### config.mk
export PLATFORM = sky130hd
export DESIGN_NAME = bitmap_fit_allocator
export DESIGN_NICKNAME = d
export VERILOG_FILES = /design/src/hw/rtl/bfa_pkg.sv /design/src/hw/rtl/bfa_core.sv /design/src/hw/rtl/bitmap_fit_allocator.sv
export SDC_FILE = /design/constraint.sdc
export NUM_CORES = 1
export LEC_CHECK = 0
export ABC_CLOCK_PERIOD_IN_PS = 5700
export BUFFER_PORTS_ARGS = -buffer_cell sky130_fd_sc_hd__buf_4
export CAP_MARGIN = 10
export CORE_ASPECT_RATIO = 1.2
export CORE_MARGIN = 8
export CORE_UTILIZATION = 54
export DETAILED_ROUTE_END_ITERATION = 7
export GPL_ROUTABILITY_DRIVEN = 0
export PLACE_DENSITY = 0.83
export REMOVE_ABC_BUFFERS = 1
export SLEW_MARGIN = 40
export SYNTH_ARGS = -nofsm -noshare
export SYNTH_HDL_FRONTEND = slang
export SYNTH_SLANG_ARGS = --single-unit
### constraint.sdc
create_clock -name clk -period 5.7 [get_ports clk]
set_clock_uncertainty 0.05 [all_clocks]
set_input_delay 0.57 -clock clk [delete_from_list [all_inputs] [get_ports clk]]
set_output_delay 0.57 -clock clk [all_outputs]
set_load 0.01 [all_outputs]
### src/hw/rtl/bfa_pkg.sv
// ----------------------------------------------------------------------------
// bfa_pkg
// Shared types and constants of the contiguous bitmap allocator.
// ----------------------------------------------------------------------------
`timescale 1ns / 1ps
`default_nettype none

package bfa_pkg;

  localparam int UNITS_DEFAULT = 128;

  localparam int SIZE_W = 8;
  localparam int POS_W  = 7;

  localparam logic KIND_ALLOC = 1'b0;
  localparam logic KIND_FREE  = 1'b1;

  localparam logic [1:0] POLICY_FIRST = 2'd0;
  localparam logic [1:0] POLICY_BEST  = 2'd1;
  localparam logic [1:0] POLICY_WORST = 2'd2;
  localparam logic [1:0] POLICY_RESET = POLICY_BEST;

  localparam int REG_FIT_POLICY = 0;

  typedef struct packed {
    logic              kind;
    logic [SIZE_W-1:0] size;
    logic [POS_W-1:0]  start_unit;
  } req_t;

  typedef struct packed {
    logic             granted;
    logic [POS_W-1:0] position;
  } res_t;

endpackage

`default_nettype wire

### src/hw/rtl/bfa_core.sv
// ----------------------------------------------------------------------------
// bfa_core
// Occupancy map memory with the sequencer that clears, scans and marks it.
// ----------------------------------------------------------------------------
`timescale 1ns / 1ps
`default_nettype none

module bfa_core #(
  parameter int UNITS = bfa_pkg::UNITS_DEFAULT
) (
  input  wire logic          clk,
  input  wire logic          rst_n,
  input  wire logic          req_valid,
  input  wire bfa_pkg::req_t req,
  input  wire logic [1:0]    policy,
  input  wire logic          res_ready,
  output logic               idle,
  output logic               res_valid,
  output bfa_pkg::res_t      res
);

  localparam int IW = $clog2(UNITS);
  localparam int AW = $clog2(UNITS + 1);
  localparam int LW = AW;
  localparam int WW = ((AW > bfa_pkg::SIZE_W) ? AW : bfa_pkg::SIZE_W) + 1;

  localparam logic [AW-1:0] UNITS_A = AW'(UNITS);
  localparam logic [WW-1:0] UNITS_W = WW'(UNITS);
  localparam logic [IW-1:0] LAST_I  = IW'(UNITS - 1);

  typedef enum logic [4:0] {
    ST_CLEAR = 5'b00001,
    ST_IDLE  = 5'b00010,
    ST_SCAN  = 5'b00100,
    ST_MARK  = 5'b01000,
    ST_DONE  = 5'b10000
  } state_t;

  state_t state_r, state_nxt;

  logic                      mem_r [UNITS];
  logic                      rd_bit_r;
  logic                      rd_vld_r, rd_vld_nxt;
  logic [IW-1:0]             rd_idx_r, rd_idx_nxt;
  logic [AW-1:0]             ptr_r, ptr_nxt;
  logic [AW-1:0]             lim_r, lim_nxt;
  logic                      mark_bit_r, mark_bit_nxt;
  logic [bfa_pkg::SIZE_W-1:0] size_r, size_nxt;
  logic                      in_run_r, in_run_nxt;
  logic [IW-1:0]             cur_start_r, cur_start_nxt;
  logic [LW-1:0]             cur_len_r, cur_len_nxt;
  logic                      found_r, found_nxt;
  logic [IW-1:0]             best_start_r, best_start_nxt;
  logic [LW-1:0]             best_len_r, best_len_nxt;
  bfa_pkg::res_t             res_r, res_nxt;

  logic          rd_en;
  logic          wr_en;
  logic          wr_bit;
  logic [IW-1:0] run_start;
  logic [LW-1:0] run_len;
  logic          ev_en;
  logic [IW-1:0] ev_start;
  logic [LW-1:0] ev_len;
  logic          ev_fits;
  logic          ev_take;
  logic [WW-1:0] free_end;
  logic [WW-1:0] free_lim;
  logic [WW-1:0] alloc_end;

  always_comb begin
    run_start = in_run_r ? cur_start_r : rd_idx_r;
    run_len   = in_run_r ? cur_len_r + LW'(1) : LW'(1);
    if (!rd_bit_r && rd_idx_r == LAST_I) begin
      ev_en    = rd_vld_r;
      ev_start = run_start;
      ev_len   = run_len;
    end else begin
      ev_en    = rd_vld_r && rd_bit_r && in_run_r;
      ev_start = cur_start_r;
      ev_len   = cur_len_r;
    end
    ev_fits = WW'(ev_len) >= WW'(size_r);
    ev_take = ev_en && ev_fits &&
              (!found_r ||
               (policy == bfa_pkg::POLICY_BEST  && ev_len < best_len_r) ||
               (policy == bfa_pkg::POLICY_WORST && ev_len > best_len_r));
  end

  always_comb begin
    free_end  = WW'(req.start_unit) + WW'(req.size);
    free_lim  = (free_end < UNITS_W) ? free_end : UNITS_W;
    alloc_end = WW'(best_start_nxt) + WW'(size_r);
  end

  always_comb begin
    state_nxt      = state_r;
    ptr_nxt        = ptr_r;
    lim_nxt        = lim_r;
    mark_bit_nxt   = mark_bit_r;
    size_nxt       = size_r;
    in_run_nxt     = in_run_r;
    cur_start_nxt  = cur_start_r;
    cur_len_nxt    = cur_len_r;
    found_nxt      = found_r;
    best_start_nxt = best_start_r;
    best_len_nxt   = best_len_r;
    res_nxt        = res_r;
    rd_en          = 1'b0;
    rd_vld_nxt     = 1'b0;
    rd_idx_nxt     = rd_idx_r;
    wr_en          = 1'b0;
    wr_bit         = 1'b0;
    case (state_r)
      ST_CLEAR: begin
        wr_en   = 1'b1;
        ptr_nxt = ptr_r + AW'(1);
        if (ptr_r[IW-1:0] == LAST_I) begin
          ptr_nxt   = '0;
          state_nxt = ST_IDLE;
        end
      end
      ST_IDLE: begin
        if (req_valid) begin
          size_nxt = req.size;
          if (req.kind == bfa_pkg::KIND_FREE) begin
            res_nxt.granted  = 1'b1;
            res_nxt.position = req.start_unit;
            if (WW'(req.start_unit) < UNITS_W) begin
              ptr_nxt      = AW'(req.start_unit);
              lim_nxt      = AW'(free_lim);
              mark_bit_nxt = 1'b0;
              state_nxt    = ST_MARK;
            end else begin
              state_nxt = ST_DONE;
            end
          end else if (req.size == '0) begin
            res_nxt.granted  = 1'b0;
            res_nxt.position = '0;
            state_nxt        = ST_DONE;
          end else begin
            ptr_nxt    = '0;
            in_run_nxt = 1'b0;
            found_nxt  = 1'b0;
            state_nxt  = ST_SCAN;
          end
        end
      end
      ST_SCAN: begin
        if (ptr_r < UNITS_A) begin
          rd_en      = 1'b1;
          rd_vld_nxt = 1'b1;
          rd_idx_nxt = ptr_r[IW-1:0];
          ptr_nxt    = ptr_r + AW'(1);
        end
        if (rd_vld_r) begin
          in_run_nxt = !rd_bit_r;
          if (!rd_bit_r) begin
            cur_start_nxt = run_start;
            cur_len_nxt   = run_len;
          end
        end
        if (ev_take) begin
          found_nxt      = 1'b1;
          best_start_nxt = ev_start;
          best_len_nxt   = ev_len;
        end
        if (rd_vld_r && rd_idx_r == LAST_I) begin
          if (found_nxt) begin
            res_nxt.granted  = 1'b1;
            res_nxt.position = bfa_pkg::POS_W'(best_start_nxt);
            ptr_nxt          = AW'(best_start_nxt);
            lim_nxt          = AW'(alloc_end);
            mark_bit_nxt     = 1'b1;
            state_nxt        = ST_MARK;
          end else begin
            res_nxt.granted  = 1'b0;
            res_nxt.position = '0;
            state_nxt        = ST_DONE;
          end
        end
      end
      ST_MARK: begin
        if (ptr_r < lim_r) begin
          wr_en   = 1'b1;
          wr_bit  = mark_bit_r;
          ptr_nxt = ptr_r + AW'(1);
        end else begin
          state_nxt = ST_DONE;
        end
      end
      ST_DONE: begin
        if (res_ready) begin
          state_nxt = ST_IDLE;
        end
      end
      default: begin
        state_nxt = ST_CLEAR;
        ptr_nxt   = '0;
      end
    endcase
  end

  always_ff @(posedge clk) begin
    if (wr_en) begin
      mem_r[ptr_r[IW-1:0]] <= wr_bit;
    end
    if (rd_en) begin
      rd_bit_r <= mem_r[ptr_r[IW-1:0]];
    end
  end

  always_ff @(posedge clk) begin
    if (!rst_n) begin
      state_r  <= ST_CLEAR;
      ptr_r    <= '0;
      rd_vld_r <= 1'b0;
      in_run_r <= 1'b0;
      found_r  <= 1'b0;
    end else begin
      state_r  <= state_nxt;
      ptr_r    <= ptr_nxt;
      rd_vld_r <= rd_vld_nxt;
      in_run_r <= in_run_nxt;
      found_r  <= found_nxt;
    end
  end

  always_ff @(posedge clk) begin
    rd_idx_r     <= rd_idx_nxt;
    lim_r        <= lim_nxt;
    mark_bit_r   <= mark_bit_nxt;
    size_r       <= size_nxt;
    cur_start_r  <= cur_start_nxt;
    cur_len_r    <= cur_len_nxt;
    best_start_r <= best_start_nxt;
    best_len_r   <= best_len_nxt;
    res_r        <= res_nxt;
  end

  assign idle      = (state_r == ST_IDLE);
  assign res_valid = (state_r == ST_DONE);
  assign res       = res_r;

endmodule

`default_nettype wire

### src/hw/rtl/bitmap_fit_allocator.sv
// ----------------------------------------------------------------------------
// bitmap_fit_allocator
// Contiguous first, best or worst fit allocator over a one-bit occupancy map.
//
//   channel  direction  handshake            payload
//   in_      input      in_valid, in_stall   in_kind, in_size, in_start_unit
//   out_     output     out_valid, out_stall out_granted, out_position
//   cfg      input      psel, penable, ...   fit_policy at byte address 0
//
// A granted allocate scans the whole map and then marks its size units; a failed
// one only scans the map, and a zero-size one returns its word without a scan.
// A free clears size units, clipped at the map end, then returns its word.
// The occupancy memory is single-port and is read or written one unit per cycle.
// After reset a clearing pass over all UNITS units runs before any word is taken.
// A result word waits in the output register while out_stall is high.
// ----------------------------------------------------------------------------
`timescale 1ns / 1ps
`default_nettype none

module bitmap_fit_allocator #(
  parameter int UNITS = bfa_pkg::UNITS_DEFAULT
) (
  input  wire logic                        clk,
  input  wire logic                        rst_n,
  input  wire logic                        in_valid,
  output logic                             in_stall,
  input  wire logic                        in_kind,
  input  wire logic [bfa_pkg::SIZE_W-1:0]  in_size,
  input  wire logic [bfa_pkg::POS_W-1:0]   in_start_unit,
  output logic                             out_valid,
  input  wire logic                        out_stall,
  output logic                             out_granted,
  output logic [bfa_pkg::POS_W-1:0]        out_position,
  input  wire logic                        psel,
  input  wire logic                        penable,
  input  wire logic                        pwrite,
  input  wire logic [2:0]                  paddr,
  input  wire logic [31:0]                 pwdata,
  output logic [31:0]                      prdata,
  output logic                             pready
);

  logic          policy_sel;
  logic [1:0]    policy_r;
  logic          core_idle;
  logic          res_valid;
  logic          res_ready;
  bfa_pkg::req_t req;
  bfa_pkg::res_t res;
  logic          out_valid_r;
  bfa_pkg::res_t out_r;

  assign pready     = 1'b1;
  assign policy_sel = (32'(paddr[2]) == bfa_pkg::REG_FIT_POLICY);
  assign prdata     = policy_sel ? {30'd0, policy_r} : 32'd0;

  always_ff @(posedge clk) begin
    if (!rst_n) begin
      policy_r <= bfa_pkg::POLICY_RESET;
    end else if (psel && penable && pwrite && policy_sel) begin
      policy_r <= pwdata[1:0];
    end
  end

  assign req.kind       = in_kind;
  assign req.size       = in_size;
  assign req.start_unit = in_start_unit;
  assign in_stall       = !core_idle;
  assign res_ready      = !out_valid_r || !out_stall;

  bfa_core #(
    .UNITS(UNITS)
  ) u_core (
    .clk      (clk),
    .rst_n    (rst_n),
    .req_valid(in_valid && core_idle),
    .req      (req),
    .policy   (policy_r),
    .res_ready(res_ready),
    .idle     (core_idle),
    .res_valid(res_valid),
    .res      (res)
  );

  always_ff @(posedge clk) begin
    if (!rst_n) begin
      out_valid_r <= 1'b0;
    end else if (res_valid && res_ready) begin
      out_valid_r <= 1'b1;
    end else if (!out_stall) begin
      out_valid_r <= 1'b0;
    end
  end

  always_ff @(posedge clk) begin
    if (res_valid && res_ready) begin
      out_r <= res;
    end
  end

  assign out_valid    = out_valid_r;
  assign out_granted  = out_r.granted;
  assign out_position = out_r.position;

`ifndef NO_ASSERTIONS
  a_busy_after_accept: assert property (@(posedge clk) disable iff (!rst_n)
    in_valid && !in_stall |=> in_stall)
    else $error("core still idle after taking a word");

  a_load_when_free: assert property (@(posedge clk) disable iff (!rst_n)
    res_valid && out_valid_r && out_stall |=> res_valid)
    else $error("result dropped while the output register was full");

  a_fail_position: assert property (@(posedge clk) disable iff (!rst_n)
    out_valid && !out_granted |-> out_position == '0)
    else $error("failed allocation reports a nonzero position");
`endif

endmodule

`default_nettype wire

# Word level (Yosys, flattened, before mapping)
# Memory sizes are Yosys's and may differ from the RTL's. A register that Yosys moved wholly into a read port is not among the register bits.
# Cells that the tools add are included.
# word_totals
regBits	89
ramBits	128
input_bits	58
output_inout_bits	43
wordCells	150
mem_count	1
# op_classes
addsub	4
magnitude_cmp	6
n_eq_ne	23
muxes	61
bitwise_logic	3
reduce_logical	33
# memory_table
name	depth	width	rd	rd_clocked_by_memory_dff	write_ports	line	text
u_core.mem_r	128	1	1	1	1	bfa_core.sv:41	logic mem_r [UNITS];
# ops
operator	count
8-bit 2-to-1 mux	20
5-bit 2-to-1 mux	8
8-bit one-hot mux with 5 select lines	1
8-bit one-hot mux with 2 select lines	2
7-bit 2-to-1 mux	4
5-bit one-hot mux with 5 select lines	1
1-bit 2-to-1 mux	20
8-bit by 1-bit adder with 8-bit output, second input constant	2
8-bit < comparator	2
2-bit by 1-bit != test with 1-bit output, second input constant	8
5-bit AND reduction	3
7-bit == test, second input constant	2
1-bit logical AND	13
4-bit AND reduction	3
7-bit by 8-bit adder with 9-bit output	1
9-bit by 8-bit < comparator with 1-bit output, second input constant	1
7-bit by 8-bit adder with 8-bit output	1
8-bit >= comparator	1
8-bit > comparator	1
8-bit zero test	1
8-bit < comparator, second input constant	1
2-bit != test, second input constant	4
1-bit one-hot mux with 2 select lines	4
2-bit AND reduction	3
15 further kinds	23

# Depth between registers and ports, before layout
# Gate-level depths: netlist of the first run.
# logic_depth
depth_word	14
depth_mapped	22
depth_no_buf	21

# Cells and area by module
# Synthesis of the first run repeated with hierarchy kept, for this count alone.
# unflattened
cells_unflattened	995
area_unflattened_um2	11313.4
# modules_own_cells
module	instances	cells_each	area_each_um2	seq_area_each_um2
bfa_core	1	936	10670.2	5985.7
bitmap_fit_allocator	1	59	643.1	300.3

# Worst setup path after synthesis of the first run
# Ideal clock, no wire load.
# synth_timing
path_type	register to register
startpoint	register u_core.lim_r[6]
endpoint	memory u_core.mem_r[0] (data pin)
setup_time_ns	0.796
t_arrival_ns	4.453
required_ns	4.854
slack_ns	0.401
path_stages_with_launch	8
n_path_buf	0
period_less_slack_ns	5.299
path_cell_list	edfxtp_1 inv_1 ha_1 and3_1 a221o_1 a31oi_1 o21bai_1 nor2_1
# synth_via
elab_chain_len	3
# synth_lines
item	line	text
from (decl)	bfa_core.sv:46	logic [AW-1:0] lim_r, lim_nxt;
from (signal assigned)	bfa_core.sv:231	lim_r <= lim_nxt;
8-bit < comparator	bfa_core.sv:184	if (ptr_r < lim_r) begin
1-bit 2-to-1 mux	bfa_core.sv:184	
1-bit 2-to-1 mux	bfa_core.sv:114	case (state_r)
via u_core.wr_bit	bfa_core.sv:59	logic wr_bit;
to (decl)	bfa_core.sv:41	
# The timed path passes the listed nets, and every way through them passes these cells.

# Worst setup path after layout of the first run
# layout_timing
startpoint	register u_core.rd_bit_r (read register of u_core.mem_r)
endpoint	register u_core.lim_r[6] (data pin)
# layout_via
elab_chain_len	14
word_cells_on_any_way	22
classes_between	add/sub (1); order compare (3); mux (8); reduce/logical (10)
# layout_lines
item	line	text
from (decl)	bfa_core.sv:42	logic rd_bit_r;
1-bit zero test (*)	bfa_core.sv:74	if (!rd_bit_r && rd_idx_r == LAST_I) begin
1-bit logical AND (*)	bfa_core.sv:74	
8-bit 2-to-1 mux (*)	bfa_core.sv:74	
via u_core.ev_len[3]	bfa_core.sv:64	logic [LW-1:0] ev_len;
8-bit < comparator	bfa_core.sv:86	(policy == bfa_pkg::POLICY_BEST && ev_len < best_len_r) ||
1-bit logical AND	bfa_core.sv:86	
1-bit logical OR	bfa_core.sv:85	(!found_r ||
1-bit logical OR	bfa_core.sv:86	
1-bit logical AND (*)	bfa_core.sv:84	ev_take = ev_en && ev_fits &&
7-bit 2-to-1 mux (*)	bfa_core.sv:163	if (ev_take) begin
7-bit 2-to-1 mux (*)	bfa_core.sv:114	
via u_core.best_start_nxt[0]	bfa_core.sv:53	logic [IW-1:0] best_start_r, best_start_nxt;
7-bit by 8-bit adder with 8-bit output (*)	bfa_core.sv:93	alloc_end = WW'(best_start_nxt) + WW'(size_r);
8-bit 2-to-1 mux (*)	bfa_core.sv:169	if (found_nxt) begin
8-bit 2-to-1 mux (*)	bfa_core.sv:168	if (rd_vld_r && rd_idx_r == LAST_I) begin
8-bit one-hot mux with 2 select lines (*)	bfa_core.sv:114	
via u_core.lim_nxt[6]	bfa_core.sv:46	
# Mark *: on every way through the listed nets, which the timed path passes. The rest lies on a longest branch. The select of a mux whose other input is x is not followed.
# A chain may end at the register's enable or synchronous reset.

==> metrics.yaml, run 1 <==
outcome: "finished clean"
post-cts-setup-buffer-count: 0
diodes: 0
start_util_pct: 55.0
setup_tns_ps: 0
synthMuxAreaShare_pct: 6.54
crit_path_start: "u_core.rd_bit_r"
grt_overflow: 0
min_period_ps: 5360
slew_headroom_pct: 40.7
synth_seq_cells: 218
vias: 8315
yosys_warnings: 0
path_clk_slew_ps: 60
core_sq_mm: 0.0209
p_per_area_mw_per_mm2: 279
worstSetupPathType: "reg2reg"
firstDrtPassIters: 6
synthFlopType: "edfxtp_1"
synth_edf_count: 192
die_area_sq_mm: 0.0262
crit_path_frequent_cell: "a21oi_1"
fin_area_sq_mm: 0.0126
cts_tree: "built"
synth_cell_types: 83
routed_wl_mm: 27.2
start_kind: "register"
cap_viol_max_count: 0
drive_above_1_share_pct: 14.9
via_per_inst: 6.23
tightest_slew_ps: 886
grtUsageTotal_pct: 20.3
finalSetupViolCount: 0
die_y_um: 176
grt_pass1_wl_mm: 42.3
crit_fanout: 5
ctsResizeCount: 0
std_cell_rows: 58
synth.avg_cell_area_sq_um: 11.2
die_w_um: 149
root_buffer: "clkbuf_16"
slowest_stage: "edfxtp_1"
grt_max_degree: 129
p_leak_uw: 0.00426
synth_cells: 1029
fin_crit_sh_pct: 94.0
antenna_found_initial: 1
num_io_pins: 101
ys_seq_area_share_pct: 54.7
clkLatencyLatePin_ps: 530
hpwl_mm: 18.0
synth_async_sr_flop_share_pct: 0
hold_class: "in2reg"
hold_viol_final: 0
rsz0062_at_grt: "no"
portBuffers: 37
hp-start: "in_size[0]"
synth_compound_area_share_pct: 12.4
post-route-drc-count: 0
cts_max_level: 1
clockBufferDepth: 3
dpl_cell_area_sq_mm: 0.0119
finalMaxSlewViolations: 0
cp_slowest_stage_delay_ps: 440
syn-cell-area_sq_mm: 0.0115
cts_hold_buf: 0
crit_chain: "nand4b_1, nor2_1, mux2_2, ha_1, a21oi_1, a21oi_1, o311a_1, o21a_1, o211ai_2, mux2_2, ha_1, fa_1, a21oi_1, o21bai_1, a21o_1, a21oi_1, xnor2_1, a22o_1"
syn_to_final_growth_pct: 9.31
ir_drop_v: 0.000227
ant_nets: 0
fmax_mhz: 187
grt_pass1_vias: 8206
cp-end-kind: "register"
synthAdderAreaFrac_pct: 4.59
wl_per_cell_um: 20.4
total_power_uw: 3510
synth_xor_area_share_pct: 1.60
synthSimpleGateAreaFrac_pct: 14.6
clock-sinks: 218
drt_iter0_drc: 876
r2r_start: "u_core.rd_bit_r"
cts_inserted_buffers: 23
critPathRequiredTime_ps: 5920
arrival_ps: 5580
nets: 1150
synth_top_family_by_area: "simple AND/OR/NAND/NOR gates"
==> routing by layer <==
metal  part of all wire [%]  track usage (%)  routed length, um  vias to the layer above
li1                       -                -                  -                     3770
met1                     35             22.2               9590                     4004
met2                     50             35.8              13700                      419
met3                    8.6             3.86               2340                      120
met4                    5.8             11.8               1570                        2
met5                  0.048                0                 13                        -
==> registers in the layout (all words and copies together) (netlist names), 2 cells and up <==
signal,cells
u_core.mem_r,128
u_core.best_len_r,8
u_core.cur_len_r,8
u_core.lim_r,8
u_core.ptr_r,8
u_core.res,8
u_core.size_r,8
out_position,7
u_core.best_start_r,7
u_core.cur_start_r,7
u_core.rd_idx_r,7
u_core.state_r,5
policy_r,2
==> per-stage QoR <==
step	util (%)	hold WS (ps)	instances	worst slack, ps
floorplan	-	350	975	-614
global placement	56.6	352	1295	497
detailed placement	56.7	356	1295	429
CTS	60.1	189	1334	402
global route	60.1	190	1335	54.6
finish	60.1	207	1335	340
==> cells in the mapped netlist, types with 11 or more instances <==
cell type	number	share of area [%]
nand3_1	39	1.7
and2_1	13	0.71
a31oi_1	11	0.60
inv_1	37	1.2
dfxtp_1	26	4.5
o21ai_0	29	1.3
nor2_1	162	5.3
nand2_1	85	2.8
xnor2_1	15	1.1
clkbuf_1	23	0.75
a22oi_1	13	0.85
mux2_2	37	3.6
edfxtp_1	192	50
buf_4	35	2.3
a22o_1	11	0.84
buf_2	18	0.78
a21oi_1	41	1.8
nor2b_1	13	0.71
ha_1	39	4.2
mux2i_1	20	1.7
==> layout make-up <==
class | instances | area (sq um)
tap | 270 | 338
clock inverter | 12 | 105
fill | 1683 | 8340
multi-input combinational | 718 | 4700
inverter | 39 | 148
sequential | 218 | 6290
timing repair buffer | 51 | 390
clock buffer | 27 | 591
==> kinds of logic after synthesis <==
logic type | after synthesis
and+or+nand+nor | 368
DFF | 218
xor gates and xnor gates | 21
muxes | 63
adders and majority gates | 41
AOI/OAI and AO/OA | 194
buffers and inverters | 122
other | 2
==> worst max-delay path: cells and delay by family, from the launching register on <==
kind	cells	cell delay, ps
compound gates	10	1940
xor+xnor	1	90
fa+ha+maj	3	990
flops	1	440
mux	2	830
simple gates	2	750
==> power by group <==
part | leakage, uW | switching [uW] | total [uW] | internal (uW)
Sequential | 0.00171 | 14.3 | 1740 | 1730
Clock | 0.000337 | 621 | 1410 | 790
Combinational | 0.00221 | 230 | 352 | 123
==> final timing paths <==
kind / end / slack (ps) / cells past startpoint
setup reg to reg: u_core.lim_r[6] / 340 / 18
setup / recovery: u_core.lim_r[6] / 340 / 18
hold reg to reg: out_position[3] / 370 / 0
hold / removal: u_core.size_r[0] / 210 / 1
==> layout by cell type, fill, tap and decap left out, drive strengths merged, types with 10 or more instances in the layout <==
| cell | instances |
|---|---|
| mux2 | 37 |
| a21oi | 41 |
| a31oi | 11 |
| mux2i | 20 |
| nand2 | 86 |
| a22o | 11 |
| and2 | 13 |
| nor2b | 13 |
| nor2 | 164 |
| o21ai | 33 |
| inv | 38 |
| nand3 | 39 |
| dfxtp | 26 |
| a22oi | 13 |
| xnor2 | 15 |
| clkbuf | 27 |
| clkinv | 10 |
| conb | 31 |
| edfxtp | 192 |
| ha | 39 |
| buf | 51 |
Note: power is estimated with default switching activity, not from simulation.
==> run 2, diff against run 1 <==
--- a/config.mk
+++ b/config.mk
@@ -7,10 +7,11 @@
 export LEC_CHECK = 0
 export ABC_CLOCK_PERIOD_IN_PS = 5700
 export BUFFER_PORTS_ARGS = -buffer_cell sky130_fd_sc_hd__buf_4
-export CAP_MARGIN = 10
+export CELL_PAD_IN_SITES_DETAIL_PLACEMENT = 2
+export CELL_PAD_IN_SITES_GLOBAL_PLACEMENT = 2
 export CORE_ASPECT_RATIO = 1.2
 export CORE_MARGIN = 8
-export CORE_UTILIZATION = 54
+export CORE_UTILIZATION = 36
 export DETAILED_ROUTE_END_ITERATION = 7
 export GPL_ROUTABILITY_DRIVEN = 0
 export PLACE_DENSITY = 0.83
@@ -18,4 +19,5 @@
 export SLEW_MARGIN = 40
 export SYNTH_ARGS = -nofsm -noshare
 export SYNTH_HDL_FRONTEND = slang
+export SYNTH_HIERARCHICAL = 1
 export SYNTH_SLANG_ARGS = --single-unit
==> metrics.yaml, run 2 <==
outcome: "finished clean"
nets: 1128  # -1.9%
vias: 8158  # -1.9%
cts_hold_buf: 0  # unchanged
ant_nets: 0  # unchanged
routed_wl_mm: 35.0  # +29%
hpwl_mm: 24.5  # +36%
finalMaxSlewViolations: 0  # unchanged
synth_seq_cells: 218  # unchanged
dp.cells: 1403  # +8.3%
hold_class: "in2reg"
start_util_pct: 36.3  # -19 points
synth_edf_count: 192  # unchanged
seq_area_sq_mm: 0.00629  # unchanged
n_fill_cell: 3226  # +92%
grtUsageTotal_pct: 18.7  # -1.5 points
ctsResizeCount: 0  # unchanged
arrival_ps: 5630  # +50 ps
ys_top_cells_by_area: "edfxtp_1, nor2_1, dfxtp_1"
syn_to_final_growth_pct: 13.1
drt_iter0_drc: 423  # -52%
p_per_area_mw_per_mm2: 337  # +21%
tightest_slew_ps: 822  # -64.5 ps
yosys.area.top_type_share_pct: 51.0  # +0.79 points
num_io_pins: 101  # unchanged
diodes: 0  # unchanged
std_cell_rows: 71  # +22%
crit_fanout: 15  # +10
wl_per_cell_um: 24.2  # +19%
r2r_setup_slack_ps: 280  # -60 ps
clockBufferDepth: 3  # unchanged
drive_above_1_share_pct: 15.8  # +0.83 points
regToRegEndpoint: "u_core/lim_r[6]"
crit_path_start: "u_core/rd_bit_r"
die_area_sq_mm: 0.0374  # +43%
start_kind: "register"
post-cts-setup-buffer-count: 0  # unchanged
die_w_um: 178  # +19%
portBuffers: 37  # unchanged
r2r_start: "u_core/rd_bit_r"
core_sq_mm: 0.0312  # +49%
cap_viol_max_count: 0  # unchanged
setup.worst_path.end: "u_core/lim_r[6]"
yosys.area.top_type: "edfxtp_1"
ys_seq_area_share_pct: 55.6  # +0.87 points
fin_crit_sh_pct: 95.2  # +1.1 points
grt_max_degree: 55  # -57%
grt_overflow: 0  # unchanged
via_per_inst: 5.63  # -9.5%
final_cell_mix: "edfxtp_1, nor2_1, nand2_1, buf_4, ha_1"
synth_cells: 995  # -3.3%
cts_inserted_buffers: 25  # +8.7%
synth_most_common_cell: "edfxtp_1"
hold_viol_final: 0  # unchanged
path_clk_slew_ps: 60  # about the same
synth_common_cells: "edfxtp_1, nor2_1, nand2_1, ha_1, a21oi_1"
ir_drop_v: 0.000230  # +1.1%
firstDrtPassIters: 5  # -1
min_period_ps: 5420  # +64.4 ps
fin_cells: 1448  # +8.5%
root_buffer: "clkbuf_16"
synth_async_sr_flop_share_pct: 0  # unchanged
grt_pass1_vias: 9200  # +12%
die_y_um: 210  # +20%
synth_cell_types: 90  # +8.4%
syn-cell-area_sq_mm: 0.0113  # -1.6%
synthFlopType: "edfxtp_1"
fmax_mhz: 184  # -1.2%
cts_tree: "built"
finalSetupViolCount: 0  # unchanged
setup_tns_ps: 0  # unchanged
reg2reg_depth: 20  # +2
clkLatencyLatePin_ps: 530  # about the same
cp-end-kind: "register"
grt_pass1_wl_mm: 54.0  # +28%
p_leak_uw: 0.00423  # -0.59%
worstSetupPathType: "reg2reg"
cts_max_level: 1  # unchanged
multiInputGateArea_sq_mm: 0.00462  # -1.7%
slew_headroom_pct: 45.1  # +4.4 points
yosys_warnings: 6  # +6
largest_register_ffs: 128  # unchanged
antenna_found_initial: 0  # -1
final_common_cell: "edfxtp_1"
clock-sinks: 218  # unchanged
post-route-drc-count: 0  # unchanged
critPathRequiredTime_ps: 5910  # about the same
synth.avg_cell_area_sq_um: 11.4  # +1.8%
-- run 2: final cells by class --
cell class                 instances  share of cell area [%]
tap                              401                    3.92
multi-input combinational        694                    36.1
sequential                       218                    49.2
inverter                          36                    1.06
clock buffer                      36                    5.45
clock inverter                     9                   0.831
timing repair buffer              54                    3.45
-- run 2: per-layer routing --
layer / GRT usage [%] / vias to the layer above / part of all wire (%)
met4: 8.78 / 0 / 4.7
li1: - / 3672 / -
met3: 2.63 / 92 / 4.3
met5: 0 / - / 0
met1: 20.6 / 4183 / 38
met2: 34.9 / 211 / 53
-- run 2: worst max-delay path, cell delays in order, from the launching register on --
cell and delay, ps:
edfxtp_1 420, nand4b_2 290, nor2_1 180, buf_6 230, mux2_2 400, ha_1 320
and4_1 210, a21boi_1 150, o31a_1 290, nor3_2 260, o21ai_4 100, or2_1 300
mux2_4 340, ha_1 220, fa_1 420, a21oi_1 160, o21bai_1 110, a21o_1 190
a21oi_1 190, xor2_1 190, o22ai_1 110
-- run 2: metrics by stage --
| step | utilization [%] | hold WS [ps] | instance area [sq um] | power, uW | setup slack, ps |
|---|---|---|---|---|---|
| after global routing | 41.0 | 189 | 12800 | 4480 | -6.68 |
| after floorplan | - | 350 | 11000 | 2360 | 165 |
| after detailed placement | 38.3 | 356 | 12000 | 2740 | 193 |
| final | 41.0 | 206 | 12800 | 4310 | 276 |
| after global placement | 38.1 | 352 | 11900 | 2700 | 347 |
| after CTS | 40.9 | 184 | 12800 | 4350 | 137 |
-- run 2: logic make-up (layout without fill, tap and decap cells) --
| group | after synthesis | count (layout) | share of synthesized area [%] |
|---|---|---|---|
| AOI/OAI and AO/OA | 196 | 196 | 12.4 |
| xor gates and xnor gates | 20 | 20 | 1.55 |
| adders and majority gates | 41 | 41 | 4.67 |
| buffers and inverters | 112 | 135 | 5.03 |
| DFF | 218 | 218 | 55.6 |
| muxes | 60 | 60 | 6.46 |
| other | 2 | 31 | 0.0664 |
| and+or+nand+nor | 346 | 346 | 14.3 |
-- run 2: worst min path at each step --
stage / start / endpoint / slack, ps / cells past startpoint
2_1_floorplan: u_core/res[7] / out_granted / 350 / 0
3_3_place_gp: u_core/res[7] / out_granted / 350 / 0
3_5_place_dp: u_core/res[6] / out_position[6] / 360 / 0
4_1_cts: in_size[6] / u_core/size_r[6] / 180 / 1
5_1_grt: in_size[4] / u_core/size_r[4] / 190 / 1
6_report: in_size[3] / u_core/size_r[3] / 210 / 1
-- run 2: where the power goes --
group / internal, uW / total, uW / switching (uW)
combinational: 312 / 937 / 625
sequential: 1750 / 1780 / 35.4
clock: 940 / 1590 / 647
total: 3000 / 4310 / 1310
==> run 3, diff against run 2 <==
--- a/config.mk
+++ b/config.mk
@@ -7,14 +7,14 @@
 export LEC_CHECK = 0
 export ABC_CLOCK_PERIOD_IN_PS = 5700
 export BUFFER_PORTS_ARGS = -buffer_cell sky130_fd_sc_hd__buf_4
-export CELL_PAD_IN_SITES_DETAIL_PLACEMENT = 2
-export CELL_PAD_IN_SITES_GLOBAL_PLACEMENT = 2
+export CELL_PAD_IN_SITES_DETAIL_PLACEMENT = 0
+export CELL_PAD_IN_SITES_GLOBAL_PLACEMENT = 1
 export CORE_ASPECT_RATIO = 1.2
 export CORE_MARGIN = 8
-export CORE_UTILIZATION = 36
+export CORE_UTILIZATION = 25
 export DETAILED_ROUTE_END_ITERATION = 7
-export GPL_ROUTABILITY_DRIVEN = 0
-export PLACE_DENSITY = 0.83
+export GPL_ROUTABILITY_DRIVEN = 1
+export PLACE_DENSITY = 0.56
 export REMOVE_ABC_BUFFERS = 1
 export SLEW_MARGIN = 40
 export SYNTH_ARGS = -nofsm -noshare
==> metrics.yaml, run 3 (synthesis results as in run 2) <==
outcome: "finished clean"
ant_nets: 0  # unchanged
clkLatencyLatePin_ps: 550  # +20 ps
num_io_pins: 101  # unchanged
fmax_mhz: 187  # +1.4%
finalMaxSlewViolations: 0  # unchanged
portBuffers: 37  # unchanged
clock-sinks: 218  # unchanged
grt_pass1_vias: 7758  # -16%
cts_max_level: 1  # unchanged
cp-end-kind: "register"
finalSetupViolCount: 0  # unchanged
rsz0062_at_grt: "no"
via_per_inst: 4.68  # -17%
hp-start: "in_size[5]"
wl_per_cell_um: 19.0  # -21%
crit_fanout: 7  # -8
final_cell_mix: "edfxtp_1, nor2_1, nand2_1, buf_4, ha_1"
r2r_setup_slack_ps: 350  # +70 ps
cts_tree: "built"
final_common_cell: "edfxtp_1"
multiInputGateArea_sq_mm: 0.00461  # -0.30%
post-route-drc-count: 0  # unchanged
grt_overflow: 0  # unchanged
cts_inserted_buffers: 25  # unchanged
min_period_ps: 5350  # -74.1 ps
routed_wl_mm: 31.5  # -9.9%
clockBufferDepth: 3  # unchanged
antenna_found_initial: 0  # unchanged
die_w_um: 210  # +18%
firstDrtPassIters: 5  # unchanged
std_cell_rows: 85  # +20%
tightest_slew_ps: 850  # +28.0 ps
start_util_pct: 25.3  # -11 points
die_area_sq_mm: 0.0523  # +40%
diodes: 0  # unchanged
grt_pass1_wl_mm: 48.0  # -11%
cap_viol_max_count: 0  # unchanged
arrival_ps: 5560  # -70 ps
core_sq_mm: 0.0448  # +44%
hold_path_depth: 1  # unchanged
grtUsageTotal_pct: 11.8  # -6.9 points
nets: 1131  # +0.27%
drt_iter0_drc: 526  # +24%
seq_area_sq_mm: 0.00629  # unchanged
largest_register_ffs: 128  # unchanged
vias: 7766  # -4.8%
critPathRequiredTime_ps: 5910  # about the same
drive_above_1_share_pct: 16.7  # +0.89 points
start_kind: "register"
slew_headroom_pct: 43.3  # -1.9 points
post-cts-setup-buffer-count: 0  # unchanged
final_core_util_pct: 29.3  # -12 points
hold_viol_final: 0  # unchanged
die_y_um: 249  # +18%
p_per_area_mw_per_mm2: 337  # +0.17%
setup_tns_ps: 0  # unchanged
fin_crit_sh_pct: 93.9  # -1.3 points
hold_path_end: "u_core/size_r[5]"
p_leak_uw: 0.00429  # +1.5%
gp_congestion: 0.794
root_buffer: "clkbuf_16"
regToRegEndpoint: "u_core/lim_r[6]"
hpwl_mm: 21.9  # -11%
cts_hold_buf: 0  # unchanged
ir_drop_v: 0.000210  # -8.4%
n_fill_cell: 4665  # +45%
hold_class: "in2reg"
reg2reg_depth: 20  # unchanged
r2r_start: "u_core/rd_bit_r"
path_clk_slew_ps: 60  # about the same
grt_max_degree: 74  # +35%
worstSetupPathType: "reg2reg"
syn_to_final_growth_pct: 15.9
run 3: cell types whose count changed in the layout (fill, tap and decap cells not counted), sizes merged:
cell      before  now
bufinv         2    3
clkinv         4    8
clkbuf        36   34
clkinvlp       2    1
inv           37   36
buf           54   57
run 3: repair_timing:
action | in CTS | in global routing
endpoints found under the hold margin | 0 | 0
gates resized for setup | 0 | 1
setup endpoints to repair | 0 | 1
run 3: through the flow:
stage | total power [uW] | worst slack [ps] | instances | hold WS, ps | instance area [sq um]
CTS | 4480 | 267 | 1660 | 175 | 13100
global placement | 2720 | 334 | 1614 | 355 | 12200
finish | 4420 | 350 | 1660 | 196 | 13100
floorplan | 2360 | 165 | 948 | 350 | 11000
detailed placement | 2730 | 299 | 1614 | 360 | 12200
global route | 4620 | 6.18 | 1660 | 183 | 13100
run 3: metal layers:
layer	GRT usage (%)	part of all wire, %	up-vias
met5	0	0	-
met2	20.9	50	171
met3	2.00	4.6	56
met4	4.03	3.2	0
met1	14.2	42	3827
li1	-	-	3712
run 3: layout make-up:
class,count,area share [%]
clock buffer,34,5.73
clock inverter,12,1.08
inverter,36,1.03
multi-input combinational,694,35.1
sequential,218,47.9
tap,609,5.81
timing repair buffer,57,3.26
run 3: critical path: stages (launching register included):
cell	delay (ps)
edfxtp_1	420
nand4b_2	280
nor2_1	200
buf_4	200
mux2_2	380
ha_1	320
a21o_1	180
a21o_1	180
a2111oi_2	520
a21oi_4	180
o21ai_4	90
or2_1	210
mux2_4	330
ha_1	210
fa_1	410
a21oi_1	150
o21bai_1	110
a21o_1	190
a21oi_1	160
xor2_1	200
o22ai_1	110
run 3: how the worst max path moves through the flow:
| stage | slack [ps] | start | end |
|---|---|---|---|
| after floorplan | 170 | u_core/rd_bit_r | u_core/lim_r[6] |
| after global placement | 330 | u_core/rd_bit_r | u_core/lim_r[6] |
| after detailed placement | 300 | u_core/rd_bit_r | u_core/lim_r[6] |
| after CTS | 270 | u_core/rd_bit_r | u_core/lim_r[6] |
| after global routing | 6 | u_core/rd_bit_r | u_core/lim_r[6] |
| final | 350 | u_core/rd_bit_r | u_core/lim_r[6] |
run 3: where the power goes:
part / internal, uW / leakage [uW] / switching [uW] / total (uW)
clock network: 1060 / 0.000445 / 669 / 1730
logic: 311 / 0.00218 / 585 / 896
registers: 1750 / 0.00167 / 53.0 / 1800
